**src/rtl/spectrum_band_bar_levels_macros.svh**
```systemverilog
// Assertion macros for the band bar level block.
// Included by the top level; expects clk and rst_n in scope.
`ifndef SPECTRUM_BAND_BAR_LEVELS_MACROS_SVH
`define SPECTRUM_BAND_BAR_LEVELS_MACROS_SVH

// Condition holds at every edge outside reset.
`define SBBL_ASSERT(label, cond, msg) \
    label: assert property (@(posedge clk) disable iff (!rst_n) (cond)) else $error(msg);

// Antecedent implies consequent in the same cycle.
`define SBBL_ASSERT_IMP(label, ante, cons, msg) \
    label: assert property (@(posedge clk) disable iff (!rst_n) (ante) |-> (cons)) \
        else $error(msg);

`endif

```
**src/rtl/sbbl_pkg.sv**
```systemverilog
// Shared types, constants and band tables for the band bar level block.
// No dependencies.
package sbbl_pkg;

    localparam int NUM_BANDS          = 20;
    localparam int BAND_W             = 5;
    localparam int BAR_W              = 7;
    localparam int MAG_W              = 25;
    localparam int SUM_W              = 32;
    localparam int MULT_W             = 18;
    localparam int PROD_W             = SUM_W + MULT_W;
    localparam int BIN_W              = 8;
    localparam int MULT_FRAC_BITS     = 16;
    localparam int MAG_FRAC_BITS_DEF  = 16;

    localparam logic [BIN_W-1:0]  LAST_BIN    = 8'd255;
    localparam logic [BAR_W-1:0]  BAR_MAX     = 7'd100;
    localparam logic [BAR_W-1:0]  DECAY_RESET = 7'd3;
    localparam logic [BAND_W-1:0] BAND_LIMIT  = 5'd20;

    typedef struct packed {
        logic              valid;
        logic [BAND_W-1:0] band;
        logic [SUM_W-1:0]  sum;
    } band_done_t;

    typedef struct packed {
        logic              valid;
        logic [BAND_W-1:0] band;
        logic [PROD_W-1:0] prod;
    } band_prod_t;

    // Index of the last bin that belongs to a band.
    function automatic logic [BIN_W-1:0] band_last_bin(input logic [BAND_W-1:0] band);
        logic [BIN_W-1:0] last;
        case (band)
            5'd0:    last = 8'd1;
            5'd1:    last = 8'd2;
            5'd2:    last = 8'd3;
            5'd3:    last = 8'd4;
            5'd4:    last = 8'd5;
            5'd5:    last = 8'd7;
            5'd6:    last = 8'd9;
            5'd7:    last = 8'd12;
            5'd8:    last = 8'd16;
            5'd9:    last = 8'd21;
            5'd10:   last = 8'd27;
            5'd11:   last = 8'd35;
            5'd12:   last = 8'd45;
            5'd13:   last = 8'd59;
            5'd14:   last = 8'd77;
            5'd15:   last = 8'd99;
            5'd16:   last = 8'd129;
            5'd17:   last = 8'd169;
            5'd18:   last = 8'd209;
            5'd19:   last = 8'd254;
            default: last = 8'd0;
        endcase
        return last;
    endfunction

    // Per-band scale, unsigned Q2.16.
    function automatic logic [MULT_W-1:0] band_mult(input logic [BAND_W-1:0] band);
        logic [MULT_W-1:0] mult;
        case (band)
            5'd0:    mult = 18'd51200;
            5'd1:    mult = 18'd76800;
            5'd2:    mult = 18'd102400;
            5'd3:    mult = 18'd128000;
            5'd4:    mult = 18'd153600;
            5'd5:    mult = 18'd89600;
            5'd6:    mult = 18'd102400;
            5'd7:    mult = 18'd76800;
            5'd8:    mult = 18'd64000;
            5'd9:    mult = 18'd56320;
            5'd10:   mult = 18'd51200;
            5'd11:   mult = 18'd41600;
            5'd12:   mult = 18'd35840;
            5'd13:   mult = 18'd27429;
            5'd14:   mult = 18'd22756;
            5'd15:   mult = 18'd19782;
            5'd16:   mult = 18'd15360;
            5'd17:   mult = 18'd12160;
            5'd18:   mult = 18'd12800;
            5'd19:   mult = 18'd11947;
            default: mult = 18'd0;
        endcase
        return mult;
    endfunction

endpackage

```
**src/rtl/spectrum_band_bar_levels.sv**
```systemverilog
// Top level of the spectrum band bar level block.
// Depends on sbbl_pkg, sbbl_accum, sbbl_scale, sbbl_bar and the macros header.
//
// Usage:
//   Input channel (in_valid/in_ready): one FFT magnitude bin per transfer, bins 0..255
//   of a frame in order; first_of_frame marks bin 0 and restarts the bin count.
//   Output channel (out_valid/out_ready): one transfer per completed band, carrying
//   band_index and the updated bar_level (0..100). Bins 0 and 255 produce nothing.
//   cfg_we/cfg_data write decay_step; write it only while idle.
//   A band result passes from the transfer of its last bin through the input register,
//   accumulator register, product register and result register before it is presented.
//   Throughput: one bin per cycle unless stalled; every stage is a single register step,
//   the 32x18 band multiply sits alone between the accumulator and product registers.
//   Reset: bars cleared to 0, bin count, band pointer and band sum cleared,
//   decay_step returns to 3; no clearing pass is needed.
//   Stall: while a result waits untaken, the whole pipeline holds and in_ready is
//   low; it drops in the same cycle that out_ready is low with a result pending.
`include "spectrum_band_bar_levels_macros.svh"

module spectrum_band_bar_levels #(
    parameter int MAG_FRAC_BITS = sbbl_pkg::MAG_FRAC_BITS_DEF
) (
    input  logic                          clk,
    input  logic                          rst_n,
    input  logic                          in_valid,
    output logic                          in_ready,
    input  logic [sbbl_pkg::MAG_W-1:0]    bin_magnitude,
    input  logic                          first_of_frame,
    output logic                          out_valid,
    input  logic                          out_ready,
    output logic [sbbl_pkg::BAND_W-1:0]   band_index,
    output logic [sbbl_pkg::BAR_W-1:0]    bar_level,
    input  logic                          cfg_we,
    input  logic [sbbl_pkg::BAR_W-1:0]    cfg_data
);

    logic                 advance;
    sbbl_pkg::band_done_t done;
    sbbl_pkg::band_prod_t prod;

    // Pipeline moves whenever the result register is empty or being drained.
    assign advance  = !out_valid || out_ready;
    assign in_ready = advance;

    sbbl_accum u_accum (
        .clk            (clk),
        .rst_n          (rst_n),
        .advance        (advance),
        .in_valid       (in_valid),
        .bin_magnitude  (bin_magnitude),
        .first_of_frame (first_of_frame),
        .done           (done)
    );

    sbbl_scale u_scale (
        .clk     (clk),
        .rst_n   (rst_n),
        .advance (advance),
        .done    (done),
        .prod    (prod)
    );

    sbbl_bar #(
        .MAG_FRAC_BITS (MAG_FRAC_BITS)
    ) u_bar (
        .clk        (clk),
        .rst_n      (rst_n),
        .advance    (advance),
        .cfg_we     (cfg_we),
        .cfg_data   (cfg_data),
        .prod       (prod),
        .out_valid  (out_valid),
        .band_index (band_index),
        .bar_level  (bar_level)
    );

    `SBBL_ASSERT_IMP(a_bar_range, out_valid, bar_level <= sbbl_pkg::BAR_MAX, "bar above max")
    `SBBL_ASSERT_IMP(a_band_range, out_valid, band_index < sbbl_pkg::BAND_LIMIT, "bad band index")
    `SBBL_ASSERT_IMP(a_stall_holds_input, out_valid && !out_ready, !in_ready, "input taken in stall")

endmodule

```
**src/rtl/sbbl_accum.sv**
```systemverilog
// Input register, bin counter and band accumulator.
// Depends on sbbl_pkg.
module sbbl_accum (
    input  logic                              clk,
    input  logic                              rst_n,
    input  logic                              advance,
    input  logic                              in_valid,
    input  logic [sbbl_pkg::MAG_W-1:0]        bin_magnitude,
    input  logic                              first_of_frame,
    output sbbl_pkg::band_done_t              done
);

    logic                              s0_valid_reg;
    logic [sbbl_pkg::MAG_W-1:0]        mag_reg;
    logic                              first_reg;

    logic [sbbl_pkg::BIN_W-1:0]        cnt_reg, cnt_next;
    logic [sbbl_pkg::BAND_W-1:0]       ptr_reg, ptr_next;
    logic [sbbl_pkg::SUM_W-1:0]        sum_reg, sum_next;
    logic [sbbl_pkg::SUM_W-1:0]        sum_add;
    logic [sbbl_pkg::BIN_W-1:0]        idx;
    logic                              hit;

    logic                              done_valid_reg;
    logic [sbbl_pkg::BAND_W-1:0]       done_band_reg;
    logic [sbbl_pkg::SUM_W-1:0]        done_sum_reg;

    always_comb
    begin
        idx      = first_reg ? '0 : cnt_reg;
        cnt_next = idx + 8'd1;
        sum_add  = sum_reg + {{(sbbl_pkg::SUM_W-sbbl_pkg::MAG_W){1'b0}}, mag_reg};
        sum_next = sum_reg;
        ptr_next = ptr_reg;
        hit      = 1'b0;
        if (idx == '0)
        begin
            sum_next = '0;
            ptr_next = '0;
        end
        else if (idx != sbbl_pkg::LAST_BIN && ptr_reg < sbbl_pkg::BAND_LIMIT)
        begin
            if (idx == sbbl_pkg::band_last_bin(ptr_reg))
            begin
                hit      = 1'b1;
                sum_next = '0;
                ptr_next = ptr_reg + 5'd1;
            end
            else
            begin
                sum_next = sum_add;
            end
        end
    end

    always_ff @(posedge clk or negedge rst_n)
    begin
        if (!rst_n)
        begin
            s0_valid_reg   <= 1'b0;
            cnt_reg        <= '0;
            ptr_reg        <= '0;
            sum_reg        <= '0;
            done_valid_reg <= 1'b0;
        end
        else if (advance)
        begin
            s0_valid_reg   <= in_valid;
            done_valid_reg <= s0_valid_reg && hit;
            if (s0_valid_reg)
            begin
                cnt_reg <= cnt_next;
                ptr_reg <= ptr_next;
                sum_reg <= sum_next;
            end
        end
    end

    always_ff @(posedge clk)
    begin
        if (advance)
        begin
            mag_reg       <= bin_magnitude;
            first_reg     <= first_of_frame;
            done_band_reg <= ptr_reg;
            done_sum_reg  <= sum_add;
        end
    end

    assign done.valid = done_valid_reg;
    assign done.band  = done_band_reg;
    assign done.sum   = done_sum_reg;

endmodule

```
**src/rtl/sbbl_scale.sv**
```systemverilog
// Band sum times per-band multiplier, registered product.
// Depends on sbbl_pkg.
module sbbl_scale (
    input  logic                 clk,
    input  logic                 rst_n,
    input  logic                 advance,
    input  sbbl_pkg::band_done_t done,
    output sbbl_pkg::band_prod_t prod
);

    logic                              prod_valid_reg;
    logic [sbbl_pkg::BAND_W-1:0]       prod_band_reg;
    logic [sbbl_pkg::PROD_W-1:0]       prod_reg, prod_next;
    logic [sbbl_pkg::MULT_W-1:0]       mult;

    always_comb
    begin
        mult      = sbbl_pkg::band_mult(done.band);
        prod_next = done.sum * mult;
    end

    always_ff @(posedge clk or negedge rst_n)
    begin
        if (!rst_n)
        begin
            prod_valid_reg <= 1'b0;
        end
        else if (advance)
        begin
            prod_valid_reg <= done.valid;
        end
    end

    always_ff @(posedge clk)
    begin
        if (advance)
        begin
            prod_band_reg <= done.band;
            prod_reg      <= prod_next;
        end
    end

    assign prod.valid = prod_valid_reg;
    assign prod.band  = prod_band_reg;
    assign prod.prod  = prod_reg;

endmodule

```
**src/rtl/sbbl_bar.sv**
```systemverilog
// Target clamp, bar store with decay/smoothing, decay register and result register.
// Depends on sbbl_pkg.
module sbbl_bar #(
    parameter int MAG_FRAC_BITS = sbbl_pkg::MAG_FRAC_BITS_DEF
) (
    input  logic                          clk,
    input  logic                          rst_n,
    input  logic                          advance,
    input  logic                          cfg_we,
    input  logic [sbbl_pkg::BAR_W-1:0]    cfg_data,
    input  sbbl_pkg::band_prod_t          prod,
    output logic                          out_valid,
    output logic [sbbl_pkg::BAND_W-1:0]   band_index,
    output logic [sbbl_pkg::BAR_W-1:0]    bar_level
);

    localparam int SHIFT   = sbbl_pkg::MULT_FRAC_BITS + MAG_FRAC_BITS;
    localparam int WHOLE_W = sbbl_pkg::PROD_W - SHIFT;

    logic [sbbl_pkg::BAR_W-1:0]   bar_reg [sbbl_pkg::NUM_BANDS];
    logic [sbbl_pkg::BAR_W-1:0]   decay_reg;
    logic                         out_valid_reg;
    logic [sbbl_pkg::BAND_W-1:0]  band_reg;
    logic [sbbl_pkg::BAR_W-1:0]   level_reg;

    logic [WHOLE_W-1:0]           whole;
    logic [sbbl_pkg::BAR_W-1:0]   target;
    logic [sbbl_pkg::BAR_W-1:0]   bar_old;
    logic [sbbl_pkg::BAR_W:0]     mean_sum;
    logic [sbbl_pkg::BAR_W-1:0]   bar_next;

    always_comb
    begin
        whole    = prod.prod[sbbl_pkg::PROD_W-1:SHIFT];
        target   = (whole > WHOLE_W'(sbbl_pkg::BAR_MAX)) ? sbbl_pkg::BAR_MAX
                                                         : whole[sbbl_pkg::BAR_W-1:0];
        bar_old  = bar_reg[prod.band];
        mean_sum = {1'b0, bar_old} + {1'b0, target};
        if (target < bar_old)
            bar_next = (bar_old > decay_reg) ? bar_old - decay_reg : '0;
        else
            bar_next = mean_sum[sbbl_pkg::BAR_W:1];
    end

    always_ff @(posedge clk or negedge rst_n)
    begin
        if (!rst_n)
        begin
            for (int i = 0; i < sbbl_pkg::NUM_BANDS; i++)
                bar_reg[i] <= '0;
            decay_reg     <= sbbl_pkg::DECAY_RESET;
            out_valid_reg <= 1'b0;
        end
        else
        begin
            if (cfg_we)
                decay_reg <= cfg_data;
            if (advance)
            begin
                out_valid_reg <= prod.valid;
                if (prod.valid)
                    bar_reg[prod.band] <= bar_next;
            end
        end
    end

    always_ff @(posedge clk)
    begin
        if (advance)
        begin
            band_reg  <= prod.band;
            level_reg <= bar_next;
        end
    end

    assign out_valid  = out_valid_reg;
    assign band_index = band_reg;
    assign bar_level  = level_reg;

endmodule
```
**config.mk**
```make
export PLATFORM = sky130hd
export DESIGN_NAME = spectrum_band_bar_levels
export DESIGN_NICKNAME = d
export VERILOG_FILES = /design/src/rtl/sbbl_pkg.sv /design/src/rtl/spectrum_band_bar_levels.sv /design/src/rtl/sbbl_accum.sv /design/src/rtl/sbbl_scale.sv /design/src/rtl/sbbl_bar.sv
export VERILOG_INCLUDE_DIRS = /design/src /design/src/rtl
export SDC_FILE = /design/constraint.sdc
export NUM_CORES = 2
export LEC_CHECK = 0
export ABC_AREA = 1
export BUFFER_PORTS_ARGS = -buffer_cell sky130_fd_sc_hd__buf_2
export CORE_ASPECT_RATIO = 0.8
export CORE_UTILIZATION = 60
export CTS_CLUSTER_DIAMETER = 50
export DETAILED_ROUTE_END_ITERATION = 12
export GPL_TIMING_DRIVEN = 0
export PLACE_DENSITY_LB_ADDON = 0.08
export SLEW_MARGIN = 20
export SYNTH_ARGS = -nofsm -noshare
export SYNTH_HDL_FRONTEND = slang
export SYNTH_HIERARCHICAL = 1
export SYNTH_SLANG_ARGS = --single-unit
```
**constraint.sdc**
```tcl
create_clock -name clk -period 6.7 [get_ports clk]
set_clock_uncertainty 0.1 [all_clocks]
set_input_delay 2.01 -clock clk [delete_from_list [all_inputs] [get_ports clk]]
set_output_delay 2.01 -clock clk [all_outputs]
set_load 0.03 [all_outputs]
```
==> summary.txt <==
Status
  – Status: complete, but fails checks
  – Failing checks: setup timing

Floorplan
  – Ports: 52
  – Die footprint: 0.0582 sq mm
  – Core ar.: 0.0566 sq mm
  – Initial core utilization: 0.607
  – Core Rows: 78
  – Die H: 216 microns
  – DIE WIDTH: 269 microns

Critical path
  – Crit path required time: 6920 ps
  – Slowest stage delay, CP: 650 ps
  – CP max-delay cell: fa_2
  – Crit path kind: register to register
  – CP most frequent cell: fa_1
  – Arrival time worst endpoint: 6950 ps
  – CP Launch Type: register
  – Critical Path End Type: register
  – Critical Path Fanout Max: 7

Placed design
  – Final GP Congestion: 1.04
  – Port Buf Inserts: 51
  – Post-DP HPWL: 81700 microns
  – Post-DP Area: 0.0357 sq mm

Layout
  – Final Util: 0.684
  – Final nets: 5339
  – Layout cells sized above 1: 0.138
  – Final instance area: 0.0387 sq mm
  – Footprint of the multi-input gates: 0.0233 sq mm
  – Syn-to-layout area delta: 12.7%
  – N_diodes: 0
  – Sequential Area: 0.00785 sq mm
  – Max reg flops: 140
  – Fillers: 4838

Detailed routing
  – Vias per cell: 5.45
  – Initial DRC count: 3211
  – Per-cell routed wire length: 19.2 microns
  – Final WL: 104000 microns
  – DRC: 0
  – Vias: 29600
  – DRT Pass-1 Iters: 6
  – ANT nets after route: 0

Global routing
  – Vias in the first global route: 28200
  – Total track usage: 0.358
  – Gr ovfl total: 0
  – Largest net degree at the start of global routing: 97
  – First-pass GRT wire length: 160000 microns
  – Antenna violations before repair: 1

Run
  – Max cap viols: 0

Timing
  – Setup violators final: 1
  – Worst-margin pin slew: 994 ps
  – Max Slew Vio Count: 0
  – Final hold violation count: 0
  – Setup slack after layout: -24.5 ps
  – Fin crit share: 1.00
  – Tmin final: 6720 ps
  – RSZ-0062 raised after global routing: yes
  – Max-slew headroom: 0.337
  – Max Freq: 149 MHz
  – WHS: 345 ps

CTS
  – CTS H-tree depth: 1
  – Sink Count: 294
  – Clk buf depth: 3
  – Worst-Skew Late Latency: 580 ps
  – CTS buffer count: 30
  – CTS tree: done
  – Clock transition at path regs: 60 ps
  – Root Driver: clkbuf_16

Synth
  – Syn Std Cell Area: 0.0343 sq mm
  – Avg Cell Area, Syn: 7.66 sq um
  – Synth Instances: 4484
  – Mapped Nets: 5182
  – Yosys warning count: 6

Worst hold path
  – Hold Crit Class: register to register
per-stage QoR:
stage	TNS (ps)	cells	setup WS (ps)
3_3_place_gp	-238160	5295	-1560
5_1_grt	-2230	5425	-210
2_1_floorplan	0	4484	187
3_5_place_dp	-17180	5299	-1130
6_report	-24.5	5425	-24.5
4_1_cts	-105	5387	-25.4
area by class of cell:
cell class                 instances  share of cell area
tap                              760              0.0246
inverter                         957              0.0948
multi-input combinational       3109               0.603
sequential                       294               0.203
clock inverter                    17             0.00385
buffer                           123              0.0228
timing repair buffer             126              0.0266
clock buffer                      39              0.0218
repair_timing:
item / 4_1_cts / 5_1_grt
setup endpoints to repair: 18 / 18
setup buffers: 31 / 36
hold buffers: 0 / 0
gates cloned: 1 / 5
pin swaps: 30 / 125
gates resized for setup: 181 / 263
layout by cell type (no fill, tap or decap), drive strengths merged, types with 5 or more instances in the layout:
master  instances
xor2           23
nand3b          5
a22oi          36
a31oi           5
edfxtp         98
nor2          466
xnor2          12
nand3         169
fa            451
nor4            8
buf           207
or2            16
and2            5
o21ai          79
nand4          18
dfrtp         194
ha            209
clkinv         27
clkbuf         81
a21o            5
nor3           24
a21oi          97
nand2        1457
inv           944
o21bai         13
worst max-delay path, delay by kind of cell, from the launching register on:
| family | cells | cell delay, ps |
|---|---|---|
| AOI/OAI and AO/OA | 1 | 180 |
| DFF | 1 | 490 |
| buffers and inverters | 8 | 710 |
| adders and majority gates | 8 | 3720 |
| and+or+nand+nor | 12 | 1270 |
routing by layer:
| metal | vias up | wire [microns] | global-route usage |
|---|---|---|---|
| met5 | - | 10 | 0 |
| met4 | 2 | 2820 | 0.0850 |
| met3 | 203 | 13300 | 0.110 |
| met2 | 1534 | 41800 | 0.497 |
| met1 | 14200 | 46200 | 0.544 |
| li1 | 13700 | - | - |
path summary, 6_finish.rpt:
kind / from / end / slack (ps) / cells past startpoint
min: u_accum/ptr_reg[3] / u_accum/done_band_reg[3] / 340 / 0
max reg2reg: u_accum/done_band_reg[1] / u_scale/prod_reg[38] / -20 / 29
min in group asynchronous: rst_n / u_bar/bar_reg[96] / 1140 / 1
max in group asynchronous: rst_n / u_accum/sum_reg[7] / 4150 / 3
min reg2reg: u_accum/ptr_reg[3] / u_accum/done_band_reg[3] / 340 / 0
max: u_accum/done_band_reg[1] / u_scale/prod_reg[38] / -20 / 29
Power is not shown: default switching activity piles up to over one toggle a cycle in this logic, so the estimate is an artifact.
